<file path="config.mk">
export PLATFORM = sky130hd
export DESIGN_NAME = tga_rle_scanline_decoder_flat
export DESIGN_NICKNAME = d
export VERILOG_FILES = /design/src/rtl/trd_pkg.sv /design/src/rtl/trd_ifs.sv /design/src/rtl/tga_rle_scanline_decoder.sv /design/src/rtl/trd_cfg_regs.sv /design/src/rtl/trd_decode.sv /design/src/flat_wrapper.sv
export VERILOG_INCLUDE_DIRS = /design/src /design/src/rtl
export SDC_FILE = /design/constraint.sdc
export NUM_CORES = 1
export LEC_CHECK = 0
export BUFFER_PORTS_ARGS = -buffer_cell sky130_fd_sc_hd__buf_2
export CAP_MARGIN = 20
export CELL_PAD_IN_SITES_DETAIL_PLACEMENT = 1
export CELL_PAD_IN_SITES_GLOBAL_PLACEMENT = 2
export CORE_MARGIN = 5
export CORE_UTILIZATION = 30
export DETAILED_ROUTE_END_ITERATION = 10
export PLACE_DENSITY = 0.71
export SYNTH_ARGS = -nofsm -noshare
export SYNTH_HDL_FRONTEND = slang
export SYNTH_SLANG_ARGS = --single-unit
</file>
<file path="constraint.sdc">
create_clock -name clk -period 6.4 [get_ports clk]
set_input_delay 0.96 -clock clk [delete_from_list [all_inputs] [get_ports clk]]
set_output_delay 0.96 -clock clk [all_outputs]
set_load 0.005 [all_outputs]
</file>
<file path="src/rtl/tga_rle_scanline_decoder_macros.svh">
// assertion macros for the targa rle scanline decoder
// expects signals clk and rst_n in the including scope
`ifndef TGA_RLE_SCANLINE_DECODER_MACROS_SVH
`define TGA_RLE_SCANLINE_DECODER_MACROS_SVH

// same-cycle implication, checked out of reset
`define TRD_ASSERT_NOW(lbl, ante, cons, msg) \
  lbl: assert property (@(posedge clk) disable iff (!rst_n) (ante) |-> (cons)) else $error(msg);

// next-cycle implication, checked out of reset
`define TRD_ASSERT_NEXT(lbl, ante, cons, msg) \
  lbl: assert property (@(posedge clk) disable iff (!rst_n) (ante) |=> (cons)) else $error(msg);

`endif

</file>
<file path="src/rtl/trd_pkg.sv">
// shared types, constants and helpers for the targa rle scanline decoder
// no dependencies
package trd_pkg;

  localparam int BYTE_W         = 8;
  localparam int WIDTH_W        = 13;
  localparam int COUNT_W        = 8;
  localparam int CFG_IDX_W      = 2;
  localparam int CFG_DATA_W     = 13;
  localparam int MAX_LINE_WIDTH = 4096;

  typedef enum logic [1:0] {
    FMT_8BIT  = 2'd0,
    FMT_16BIT = 2'd1,
    FMT_24BIT = 2'd2,
    FMT_32BIT = 2'd3
  } trd_fmt_t;

  typedef enum logic [CFG_IDX_W-1:0] {
    REG_PIXEL_FORMAT      = 2'd0,
    REG_TOP_BIT_ALPHA     = 2'd1,
    REG_RUN_LENGTH_PACKED = 2'd2,
    REG_LINE_WIDTH        = 2'd3
  } trd_reg_t;

  typedef struct packed {
    trd_fmt_t             pixel_format;
    logic                 top_bit_alpha;
    logic                 run_length_packed;
    logic [WIDTH_W-1:0]   line_width;
  } trd_cfg_t;

  typedef struct packed {
    logic [BYTE_W-1:0]  alpha;
    logic [BYTE_W-1:0]  red;
    logic [BYTE_W-1:0]  green;
    logic [BYTE_W-1:0]  blue;
    logic [COUNT_W-1:0] repeat_count;
    logic               line_end;
  } trd_pix_t;

  // floor(c * 255 / 31) = 8c + floor(7c / 31), the second term by thresholds
  function automatic logic [BYTE_W-1:0] widen5(input logic [4:0] c);
    logic [2:0] frac;
    frac = 3'(c >= 5'd5) + 3'(c >= 5'd9) + 3'(c >= 5'd14) + 3'(c >= 5'd18)
         + 3'(c >= 5'd23) + 3'(c >= 5'd27) + 3'(c >= 5'd31);
    return {c, 3'b000} + {5'b00000, frac};
  endfunction

endpackage

</file>
<file path="src/rtl/trd_ifs.sv">
// channel interfaces: stream byte in, decoded pixel run out, register writes
// depends on trd_pkg
interface trd_byte_if;
  logic                       valid;
  logic                       ready;
  logic [trd_pkg::BYTE_W-1:0] stream_byte;
  modport source (output valid, output stream_byte, input ready);
  modport sink   (input valid, input stream_byte, output ready);
endinterface

interface trd_pix_if;
  logic                        valid;
  logic                        ready;
  logic [trd_pkg::BYTE_W-1:0]  alpha;
  logic [trd_pkg::BYTE_W-1:0]  red;
  logic [trd_pkg::BYTE_W-1:0]  green;
  logic [trd_pkg::BYTE_W-1:0]  blue;
  logic [trd_pkg::COUNT_W-1:0] repeat_count;
  logic                        line_end;
  modport source (output valid, output alpha, output red, output green, output blue,
                  output repeat_count, output line_end, input ready);
  modport sink   (input valid, input alpha, input red, input green, input blue,
                  input repeat_count, input line_end, output ready);
endinterface

interface trd_cfg_if;
  logic                           valid;
  logic                           ready;
  logic [trd_pkg::CFG_IDX_W-1:0]  index;
  logic [trd_pkg::CFG_DATA_W-1:0] data;
  modport source (output valid, output index, output data, input ready);
  modport sink   (input valid, input index, input data, output ready);
endinterface

</file>
<file path="src/rtl/tga_rle_scanline_decoder.sv">
// targa rle scanline decoder: byte stream in, widened pixel runs out, one byte per cycle
// while the output is not stalled. Each accepted byte goes to an input register; once the
// output register has room, a single pass of decode logic updates the packet state and,
// when the byte completes a pixel, loads the output register. Throughput is one byte per
// cycle while out_pix is not stalled; a pixel of n source bytes gives one run per n bytes
// (plus one byte per packet header). in_byte.ready falls only when the input register is
// full and the output register holds an untaken run. Register writes are taken every cycle
// and should be made with the decoder idle. A run is clipped to the pixels left in the
// scanline, and line_end marks the run that completes it.
// depends on trd_pkg, trd_ifs, trd_cfg_regs, trd_decode and the assertion macro header
module tga_rle_scanline_decoder (
  input  logic     clk,
  input  logic     rst_n,
  trd_byte_if.sink in_byte,
  trd_pix_if.source out_pix,
  trd_cfg_if.sink  cfg_wr
);
  import trd_pkg::*;

  `include "tga_rle_scanline_decoder_macros.svh"

  trd_cfg_t cfg;

  // input register
  logic              s1_valid_r, s1_valid_nxt;
  logic [BYTE_W-1:0] s1_byte_r;

  // output register
  logic     out_valid_r, out_valid_nxt;
  trd_pix_t out_pix_r;

  logic     in_fire;
  logic     out_free;
  logic     advance;
  logic     has_result;
  trd_pix_t pix;

  trd_cfg_regs u_cfg (
    .clk    (clk),
    .rst_n  (rst_n),
    .cfg_wr (cfg_wr),
    .cfg    (cfg)
  );

  trd_decode u_decode (
    .clk        (clk),
    .rst_n      (rst_n),
    .step       (advance),
    .byte_i     (s1_byte_r),
    .cfg        (cfg),
    .has_result (has_result),
    .pix        (pix)
  );

  // the output register can take a run this cycle
  assign out_free = !out_valid_r || out_pix.ready;
  // the held byte is decoded now; a byte giving no run still waits for room
  assign advance  = s1_valid_r && out_free;
  assign in_byte.ready = !s1_valid_r || out_free;
  assign in_fire  = in_byte.valid && in_byte.ready;

  assign s1_valid_nxt  = in_fire ? 1'b1 : (advance ? 1'b0 : s1_valid_r);
  assign out_valid_nxt = out_free ? (advance && has_result) : out_valid_r;

  always_ff @(posedge clk) begin
    if (!rst_n) begin
      s1_valid_r  <= 1'b0;
      out_valid_r <= 1'b0;
    end else begin
      s1_valid_r  <= s1_valid_nxt;
      out_valid_r <= out_valid_nxt;
    end
  end

  // payload registers, no reset
  always_ff @(posedge clk) begin
    if (in_fire) begin
      s1_byte_r <= in_byte.stream_byte;
    end
    if (advance && has_result) begin
      out_pix_r <= pix;
    end
  end

  assign out_pix.valid        = out_valid_r;
  assign out_pix.alpha        = out_pix_r.alpha;
  assign out_pix.red          = out_pix_r.red;
  assign out_pix.green        = out_pix_r.green;
  assign out_pix.blue         = out_pix_r.blue;
  assign out_pix.repeat_count = out_pix_r.repeat_count;
  assign out_pix.line_end     = out_pix_r.line_end;

  // a run always covers one to 128 pixels
  `TRD_ASSERT_NOW(a_count_range, out_valid_r, (out_pix_r.repeat_count != '0) && (out_pix_r.repeat_count <= COUNT_W'(128)), "repeat count out of range")
  // a held byte is not lost or overwritten while the output side stalls
  `TRD_ASSERT_NEXT(a_s1_hold, s1_valid_r && !out_free, s1_valid_r && $stable(s1_byte_r), "held stream byte lost during stall")
  // a stalled run is neither dropped nor altered
  `TRD_ASSERT_NEXT(a_out_hold, out_valid_r && !out_pix.ready, out_valid_r && $stable(out_pix_r), "stalled run changed")

endmodule

</file>
<file path="src/rtl/trd_cfg_regs.sv">
// configuration register bank, always ready to take a write
// depends on trd_pkg and trd_cfg_if
module trd_cfg_regs (
  input  logic         clk,
  input  logic         rst_n,
  trd_cfg_if.sink      cfg_wr,
  output trd_pkg::trd_cfg_t cfg
);
  import trd_pkg::*;

  trd_cfg_t cfg_r;

  assign cfg_wr.ready = 1'b1;
  assign cfg          = cfg_r;

  always_ff @(posedge clk) begin
    if (!rst_n) begin
      cfg_r.pixel_format      <= FMT_32BIT;
      cfg_r.top_bit_alpha     <= 1'b0;
      cfg_r.run_length_packed <= 1'b1;
      cfg_r.line_width        <= WIDTH_W'(1);
    end else if (cfg_wr.valid) begin
      case (trd_reg_t'(cfg_wr.index))
        REG_PIXEL_FORMAT:      cfg_r.pixel_format      <= trd_fmt_t'(cfg_wr.data[1:0]);
        REG_TOP_BIT_ALPHA:     cfg_r.top_bit_alpha     <= cfg_wr.data[0];
        REG_RUN_LENGTH_PACKED: cfg_r.run_length_packed <= cfg_wr.data[0];
        REG_LINE_WIDTH:        cfg_r.line_width        <= cfg_wr.data[WIDTH_W-1:0];
        default: ;
      endcase
    end
  end

endmodule

</file>
<file path="src/rtl/trd_decode.sv">
// packet/pixel decode state and the single-pass pixel and run logic
// depends on trd_pkg
module trd_decode (
  input  logic                      clk,
  input  logic                      rst_n,
  input  logic                      step,
  input  logic [trd_pkg::BYTE_W-1:0] byte_i,
  input  trd_pkg::trd_cfg_t          cfg,
  output logic                      has_result,
  output trd_pkg::trd_pix_t          pix
);
  import trd_pkg::*;

  logic               expect_header_r, expect_header_nxt;
  logic               run_packet_r, run_packet_nxt;
  logic [COUNT_W-1:0] left_r, left_nxt;
  logic [1:0]         bip_r, bip_nxt;
  logic [23:0]        bytes_r, bytes_nxt;
  logic [WIDTH_W-1:0] pos_r, pos_nxt;

  logic               header;
  logic               complete;
  logic [2:0]         nbytes;
  logic [31:0]        assembled;
  logic [BYTE_W-1:0]  lo, hi;
  logic [WIDTH_W-1:0] width_eff, remaining, raw13;
  logic [COUNT_W-1:0] raw_count, count;
  logic               line_end;

  assign header    = cfg.run_length_packed && expect_header_r;
  assign nbytes    = {1'b0, cfg.pixel_format} + 3'd1;
  assign complete  = ({1'b0, bip_r} + 3'd1) >= nbytes;
  assign assembled = {8'h00, bytes_r} | ({24'h000000, byte_i} << {bip_r, 3'b000});
  assign lo        = assembled[7:0];
  assign hi        = assembled[15:8];

  // channel widening per source format, run fields alongside
  always_comb begin
    pix.alpha        = '0;
    pix.red          = '0;
    pix.green        = '0;
    pix.blue         = lo;
    pix.repeat_count = count;
    pix.line_end     = line_end;
    case (cfg.pixel_format)
      FMT_8BIT: begin
        pix.blue = lo;
      end
      FMT_16BIT: begin
        pix.alpha = cfg.top_bit_alpha ? {BYTE_W{hi[7]}} : 8'hFF;
        pix.red   = widen5(hi[6:2]);
        pix.green = widen5({hi[1:0], lo[7:5]});
        pix.blue  = widen5(lo[4:0]);
      end
      FMT_24BIT: begin
        pix.alpha = 8'hFF;
        pix.red   = assembled[23:16];
        pix.green = hi;
      end
      FMT_32BIT: begin
        pix.alpha = assembled[31:24];
        pix.red   = assembled[23:16];
        pix.green = hi;
      end
      default: ;
    endcase
  end

  // run length, clipped to what is left of the line
  always_comb begin
    if (cfg.line_width == '0) begin
      width_eff = WIDTH_W'(1);
    end else if (cfg.line_width > WIDTH_W'(MAX_LINE_WIDTH)) begin
      width_eff = WIDTH_W'(MAX_LINE_WIDTH);
    end else begin
      width_eff = cfg.line_width;
    end
    remaining = (pos_r < width_eff) ? (width_eff - pos_r) : WIDTH_W'(1);
    if (cfg.run_length_packed && run_packet_r) begin
      raw_count = (left_r == '0) ? COUNT_W'(1) : left_r;
    end else begin
      raw_count = COUNT_W'(1);
    end
    raw13    = {{(WIDTH_W-COUNT_W){1'b0}}, raw_count};
    line_end = raw13 >= remaining;
    count    = (raw13 > remaining) ? remaining[COUNT_W-1:0] : raw_count;
  end

  assign has_result = !header && complete;

  always_comb begin
    expect_header_nxt = expect_header_r;
    run_packet_nxt    = run_packet_r;
    left_nxt          = left_r;
    bip_nxt           = bip_r;
    bytes_nxt         = bytes_r;
    pos_nxt           = pos_r;
    if (header) begin
      run_packet_nxt    = byte_i[7];
      left_nxt          = {1'b0, byte_i[6:0]} + COUNT_W'(1);
      expect_header_nxt = 1'b0;
      bip_nxt           = '0;
      bytes_nxt         = '0;
    end else if (!complete) begin
      bip_nxt   = bip_r + 2'd1;
      bytes_nxt = assembled[23:0];
    end else begin
      bip_nxt   = '0;
      bytes_nxt = '0;
      pos_nxt   = line_end ? '0 : pos_r + {{(WIDTH_W-COUNT_W){1'b0}}, count};
      if (cfg.run_length_packed) begin
        if (run_packet_r || left_r <= COUNT_W'(1)) begin
          left_nxt          = '0;
          expect_header_nxt = 1'b1;
        end else begin
          left_nxt = left_r - COUNT_W'(1);
        end
      end
    end
  end

  always_ff @(posedge clk) begin
    if (!rst_n) begin
      expect_header_r <= 1'b1;
      run_packet_r    <= 1'b0;
      left_r          <= '0;
      bip_r           <= '0;
      bytes_r         <= '0;
      pos_r           <= '0;
    end else if (step) begin
      expect_header_r <= expect_header_nxt;
      run_packet_r    <= run_packet_nxt;
      left_r          <= left_nxt;
      bip_r           <= bip_nxt;
      bytes_r         <= bytes_nxt;
      pos_r           <= pos_nxt;
    end
  end

endmodule
</file>
<file path="src/flat_wrapper.sv">
// flat-port wrapper written by rule: the top's interface ports become plain ports
module tga_rle_scanline_decoder_flat import trd_pkg::*;
  (clk, rst_n, in_byte_valid, in_byte_stream_byte, in_byte_ready, out_pix_valid, out_pix_alpha, out_pix_red, out_pix_green, out_pix_blue, out_pix_repeat_count, out_pix_line_end, out_pix_ready, cfg_wr_valid, cfg_wr_index, cfg_wr_data, cfg_wr_ready);
  trd_byte_if in_byte_i ();
  trd_pix_if out_pix_i ();
  trd_cfg_if cfg_wr_i ();
  input  logic clk;
  input  logic rst_n;
  input wire logic [$bits(in_byte_i.valid)-1:0] in_byte_valid;
  input wire logic [$bits(in_byte_i.stream_byte)-1:0] in_byte_stream_byte;
  output wire logic [$bits(in_byte_i.ready)-1:0] in_byte_ready;
  output wire logic [$bits(out_pix_i.valid)-1:0] out_pix_valid;
  output wire logic [$bits(out_pix_i.alpha)-1:0] out_pix_alpha;
  output wire logic [$bits(out_pix_i.red)-1:0] out_pix_red;
  output wire logic [$bits(out_pix_i.green)-1:0] out_pix_green;
  output wire logic [$bits(out_pix_i.blue)-1:0] out_pix_blue;
  output wire logic [$bits(out_pix_i.repeat_count)-1:0] out_pix_repeat_count;
  output wire logic [$bits(out_pix_i.line_end)-1:0] out_pix_line_end;
  input wire logic [$bits(out_pix_i.ready)-1:0] out_pix_ready;
  input wire logic [$bits(cfg_wr_i.valid)-1:0] cfg_wr_valid;
  input wire logic [$bits(cfg_wr_i.index)-1:0] cfg_wr_index;
  input wire logic [$bits(cfg_wr_i.data)-1:0] cfg_wr_data;
  output wire logic [$bits(cfg_wr_i.ready)-1:0] cfg_wr_ready;
  assign in_byte_i.valid = in_byte_valid;
  assign in_byte_i.stream_byte = in_byte_stream_byte;
  assign in_byte_ready = in_byte_i.ready;
  assign out_pix_valid = out_pix_i.valid;
  assign out_pix_alpha = out_pix_i.alpha;
  assign out_pix_red = out_pix_i.red;
  assign out_pix_green = out_pix_i.green;
  assign out_pix_blue = out_pix_i.blue;
  assign out_pix_repeat_count = out_pix_i.repeat_count;
  assign out_pix_line_end = out_pix_i.line_end;
  assign out_pix_i.ready = out_pix_ready;
  assign cfg_wr_i.valid = cfg_wr_valid;
  assign cfg_wr_i.index = cfg_wr_index;
  assign cfg_wr_i.data = cfg_wr_data;
  assign cfg_wr_ready = cfg_wr_i.ready;
  tga_rle_scanline_decoder u_core (.clk(clk), .rst_n(rst_n), .in_byte(in_byte_i), .out_pix(out_pix_i), .cfg_wr(cfg_wr_i));
endmodule
</file>
**Word level (Yosys, flattened, before mapping)**

Cells that the tools add are included.

- Bits in read-only memories: 0
- Input bits: 28
- Bits in latches: 0
- RAM bits: 0
- Register bits after elaboration: 117
- Word-level logic and storage cells: 134
- Memories: 0

- $lt $le $gt $ge: 27
- Equal/unequal tests: 6
- Multiplexer cells: 24
- Reduce and logical (&&, ||, !) cells: 27
- Bitwise operators: 2
- $mul: 0
- Add/subtract/negate cells: 28
- Shift operators: 1
- Divide/modulo/power cells: 0

Operators by type and width:

| operator | number |
|---|---|
| $mux 8 | 9 |
| $pmux 24 s3 | 1 |
| $ge 5x5->1 const B | 12 |
| $mux 13 | 4 |
| $mux 24 | 2 |
| $add 3x1->3 | 12 |
| $or 24x32->32 | 1 |
| $shl 8x5->32 | 1 |
| $ge 5x4->1 const B | 6 |
| $add 8x3->8 | 3 |
| $ge 5x3->1 const B | 3 |
| $add 13x8->13 | 1 |
| $ge 8x13->1 | 1 |
| $gt 13x13->1 const B | 1 |
| $gt 8x13->1 | 1 |
| $logic_not 13->1 | 1 |
| $lt 13x13->1 | 1 |
| $sub 13x13->13 | 1 |
| $reduce_and 2->1 | 5 |
| $add 2x1->3 | 3 |
| $add 7x1->8 const B | 1 |
| $eq 2x2->1 const B | 4 |
| $le 8x1->1 const B | 1 |
| $logic_not 8->1 | 1 |
| 16 further kinds | 39 |

**Depth between registers and ports, before layout**

- Depth after elaboration: 11
- Mapped depth: 30
- Depth with buffers taken out: 29

**Hierarchy**

A second synthesis with hierarchy kept.

- Cell total of the unflattened synthesis: 781
- Area, all modules: 7025.5 µm²

By module, submodules not included:

| module | area an instance (µm²) | times used | cells an instance |
|---|---|---|---|
| trd_decode | 4708.3 | 1 | 642 |
| tga_rle_scanline_decoder | 1584.0 | 1 | 62 |
| trd_cfg_regs | 733.2 | 1 | 77 |

**Worst setup path after synthesis**

Ideal clock, no wire load.

- Path type: reg2reg
- Start: reg u_core.u_cfg.cfg_r (netlist bit u_core.u_cfg.cfg[12])
- End: reg u_core.u_decode.pos_r[8]
- Path buffers: 4
- Data arrival time: 5.588 ns
- Setup time: 0.116 ns
- Clock period less this slack: 5.704 ns
- Cell stages (with the launch flop): 30
- Setup slack: 0.696 ns
- Cell sequence: dfxtp_1 > clkbuf_1 > nor2b_1 > ha_1 > buf_2 > nand4_2 > a211oi_2 > nor2_1 > a311oi_2 > buf_2 > nand2_1 > ha_1 > a211oi_1 > o21ai_0 > o32ai_1 > nor2_1 > and3_1 > and2_1 > buf_4 > a32oi_1 > ha_1 > inv_1 > fa_1 > nand2b_1 > a21oi_1 > o21ai_0 > a21oi_1 > nand2_1 > xnor2_1 > nor2_1

RTL lines:

| item | line | RTL |
|---|---|---|
| start, declared | trd_cfg_regs.sv:11 | `trd_cfg_t cfg_r;` |
| end signal, assigned | trd_decode.sv:136 | `pos_r <= pos_nxt;` |
| end, declared | trd_decode.sv:19 | `logic [WIDTH_W-1:0] pos_r, pos_nxt;` |

==> results <==
- The number of buffers between clock root and the deepest sink is 2.
- For the pin with the worst max-slew slack, the measured transition is 912.7 ps.
- The share of layout cells above drive strength 1 is 15.21%.
- The first global-routing pass estimated 35310 µm of wire.
- Dividing the final minimum period by the clock period gives 92.09%.
- The area enclosed by the die boundary is 27280 µm².
- After clock tree synthesis, the clock-pin slew on the worst setup and hold paths is 70 ps.
- The placeable core area is 23610 µm².
- The total congestion overflow is 0.
- The routability congestion estimate from global placement is 0.8013.
- The total CTS buffers is 17.
- The met1 wire length is 11140 µm.
- Setup violations remaining at the end of the flow were counted as 0.
- The count of buffers added on input and output ports is 70.
- The most common cell after layout, fill and taps aside is nand2_1.
- Once the floorplan was initialized, standard cells occupied 30.58% of the core.
- The synthesized flop and latch total is 117.
- For this block, the via count after detailed routing is 6251.
- The wire-length estimate of the detail-placed layout is 16150 µm.
- The standby leakage power is 0.003378 µW.
- The capturing element type of the critical path is a flip-flop.
- Prior to clock tree synthesis, the placed netlist has a worst setup slack of 349.4 ps.
- The clock arrives with 8.649 ps of skew.
- Row generation in the floorplan step produced 56 rows.
- For the finished layout, the period the worst path requires is 5894 ps.
- The worst setup path is of the flip-flop to flip-flop kind.
- After detailed routing, the average wire length per cell comes to 18.01 µm.
- From left edge to right edge, the die measures 165.2 µm.
- At the worst endpoint, the arrival time is 6200 ps.
- After routing the design area is 8514 µm².
- Setup slack on the worst reg-to-reg path comes out at 510 ps.
- The number of remaining DRC errors is 0.
- The worst setup path is launched from a flip-flop.
- The synthesized netlist occupies a cell area of 7222 µm².
- For this run, the post-layout net count is 972.
- The pin count of the biggest net entering global routing is 57.
- The placed cell count is 1182.
- The CTS sink count is 117.
- The final instance count without filler cells is 1220.
- The launch instance of the worst register-to-register path is u_core.u_cfg.cfg[11].
- The via count of the first global-routing pass is 6447.
- Leaving out fill and tap cells, the most frequent cells in the layout are nand2_1 (112), buf_2 (70), a21oi_1 (68).
- The total global-route track usage is 16.63%.
- The number of top-level design ports is 72.
- The delay contributed by the slowest stage of the critical path is 380 ps.
- The count of pins over their slew limit is 0.
- The run finished with clean final reports.
- The depth of the worst register-to-register path is 29.
- The number of maximum-capacitance constraint violations is 0.
- For this run, asynchronously set or reset flops after synthesis account for 0%.
- The TritonCTS clock tree is yes.
- The number of antenna diodes in the final layout is 0.
- The minimum setup slack in the final design is 506.1 ps.
- Summed over all nets, wire length on met3 after detailed routing comes to 818 µm.
- The synthesized netlist contains 61 unique library cells.
- The startpoint identified for the worst hold timing path is u_core.u_decode.pos_r[2].
- The share of the Yosys chip area taken by registers is 39.22%.
- The path class of the tightest hold or removal check is flip-flop to flip-flop.
- The per-instance average area after synthesis is 8.691 µm².
- The slowest cell on the critical path is a311oi_2.
- The smallest hold slack is 485.2 ps.
- Before antenna repair, the detailed router went through 4 iterations.
- The worst-skew pair later-pin latency is 430 ps.
- The highest layer used for signal routing is met4.
- The cell depth of the worst min-delay path is 2.
- The relative max-transition margin is 38.82%.
- The total count of hold-check failures in the final report is 0.
- The number of nets in the synthesized netlist is 915.
- The data required time at the worst endpoint is 6710 ps.
- Setup repair after global routing left no endpoint under its margin.
- The path with the worst hold slack has its endpoint at u_core.u_decode.pos_r[2].
- In the synthesized netlist the dominant register cell turns out to be dfxtp_1.
- The endpoint identified for the worst register-to-register timing path is u_core.u_decode.pos_r[10].
- The ratio of routed vias to standard cells is 5.124.
- The master cell of the clock root buffer is clkbuf_16.
- The first routing iteration left 229 violations.
- The fmax is 169.7 MHz.
- The number of antenna violations at the first check in global routing is 0.
- Summed over all nets, wire length on met2 after detailed routing comes to 9671 µm.
- The vertical die dimension is 165.2 µm.
- After technology mapping, the gate count stands at 831.
- Summed over all failing endpoints, the final setup total negative slack is 0 ps.
- In this run the worst path has a maximum fanout of 10.
- After detailed placement, the total cell area comes to 7834 µm².
- Across the VDD grid, the largest voltage drop is 0.1659 mV.
- In this run, synthesis inferred 49 flip-flops with an integrated enable.
- The area growth from synthesis to layout is 17.90%.
- Once detail routing completed, the nets flagged for antenna violations numbered 0.
- The yosys synthesis warning count is 0.
- The final wirelength is 21970 µm.
- CTS built an H-tree with a depth of 4.
- The power density of the placed cells is 249.9 nW/µm².
-- where the power goes --
group          internal (µW)  switching, µW  total, µW
Clock                    553            419        972
Combinational            131            210        341
Sequential               794           20.7        815
-- cell usage after synthesis, types with 4 or more instances --
cell type,count,share of area (%)
o21a_1,7,0.73
nor4_1,6,0.52
clkbuf_1,34,1.8
a21oi_2,4,0.49
nor3_1,14,0.97
a32oi_1,5,0.61
a21oi_1,69,4.8
a31oi_1,6,0.52
a22oi_1,13,1.4
nand3_1,25,1.7
edfxtp_1,49,20
fa_1,14,3.9
a21boi_0,18,1.9
a211oi_1,6,0.62
o32ai_1,4,0.49
and2_1,25,2.2
o21ai_0,42,2.9
inv_1,38,2.0
o21bai_1,4,0.42
xnor2_1,11,1.3
xor2_1,8,0.97
nand2_1,112,5.8
dfxtp_1,68,19
o22a_1,5,0.61
o211ai_1,8,0.83
a21o_1,15,1.6
and3_1,9,0.78
nor2_1,64,3.3
ha_1,42,7.3
nand4_1,6,0.52
nand2b_1,8,0.69
nor2b_1,38,3.3
o22ai_1,10,0.87
buf_2,6,0.42
-- stage by stage --
stage	total power (µW)	utilization, %
2_1_floorplan	1052	-
3_3_place_gp	1154	33.18
3_5_place_dp	1156	33.18
4_1_cts	2140	35.68
5_1_grt	2232	36.06
6_report	2127	36.06
-- state kept, by name, indices dropped and copies added (netlist names), 2 cells and up --
register                     flops
u_core.out_pix.blue              8
u_core.u_decode.pos_r           13
u_core.out_pix.red               8
u_core.u_decode.bytes_r         24
u_core.s1_byte_r                 8
u_core.u_cfg.cfg                17
u_core.out_pix.green             8
u_core.u_decode.bip_r            2
u_core.u_decode.left_r           8
u_core.out_pix.alpha             8
u_core.out_pix.repeat_count      8
-- final cells by class --
type                            instances  area [µm²]
Fill cell                            2793       15100
Multi-Input combinational cell        632        4103
Sequential cell                       117        2834
Timing Repair Buffer                   82       444.2
Clock buffer                           17       425.4
Tap cell                              319       399.1
Clock inverter                         15       166.4
Inverter                               38       142.6
-- critical path: cells and delay by family (launching register included) --
kind | cells | cell delay [ps]
AOI/OAI and AO/OA | 9 | 1870
xor gates and xnor gates | 1 | 180
adders and majority gates | 4 | 1090
buffers and inverters | 3 | 370
DFF | 1 | 330
and+or+nand+nor | 12 | 1930
-- metal layers --
metal,vias up,global-route usage [%]
li1,3054,-
met4,0,5.255
met2,100,25.58
met5,-,0
met3,23,3.202
met1,3074,23.54
-- worst max path at each step --
stage	from	endpoint	cells after the start
2_1_floorplan	u_core.u_cfg.cfg[12]	u_core.u_decode.pos_r[8]	29
3_3_place_gp	u_core.u_cfg.cfg[4]	u_core.u_decode.pos_r[10]	28
3_5_place_dp	u_core.u_cfg.cfg[4]	u_core.u_decode.pos_r[10]	28
4_1_cts	u_core.u_cfg.cfg[4]	u_core.u_decode.pos_r[10]	28
5_1_grt	u_core.u_cfg.cfg[11]	u_core.u_decode.pos_r[10]	29
6_report	u_core.u_cfg.cfg[11]	u_core.u_decode.pos_r[10]	29
-- logic make-up after synthesis --
family | Yosys count | share of synthesized area (%)
flops | 117 | 39.22
mux | 3 | 0.4158
compound gates | 235 | 21.33
xor+xnor | 19 | 2.304
simple gates | 318 | 20.95
fa+ha+maj | 56 | 11.16
other cells | 1 | 0.05193
buf+inv | 82 | 4.574
-- repair_timing --
| item | in CTS | in global routing |
|---|---|---|
| hold buffers | 0 | 0 |
| setup buffers | 0 | 5 |
| resized for setup | 0 | 11 |
| endpoints found under the setup margin | 0 | 3 |
| hold endpoints to repair | 0 | 0 |
No activity file was read; power rests on OpenSTA's default activity.
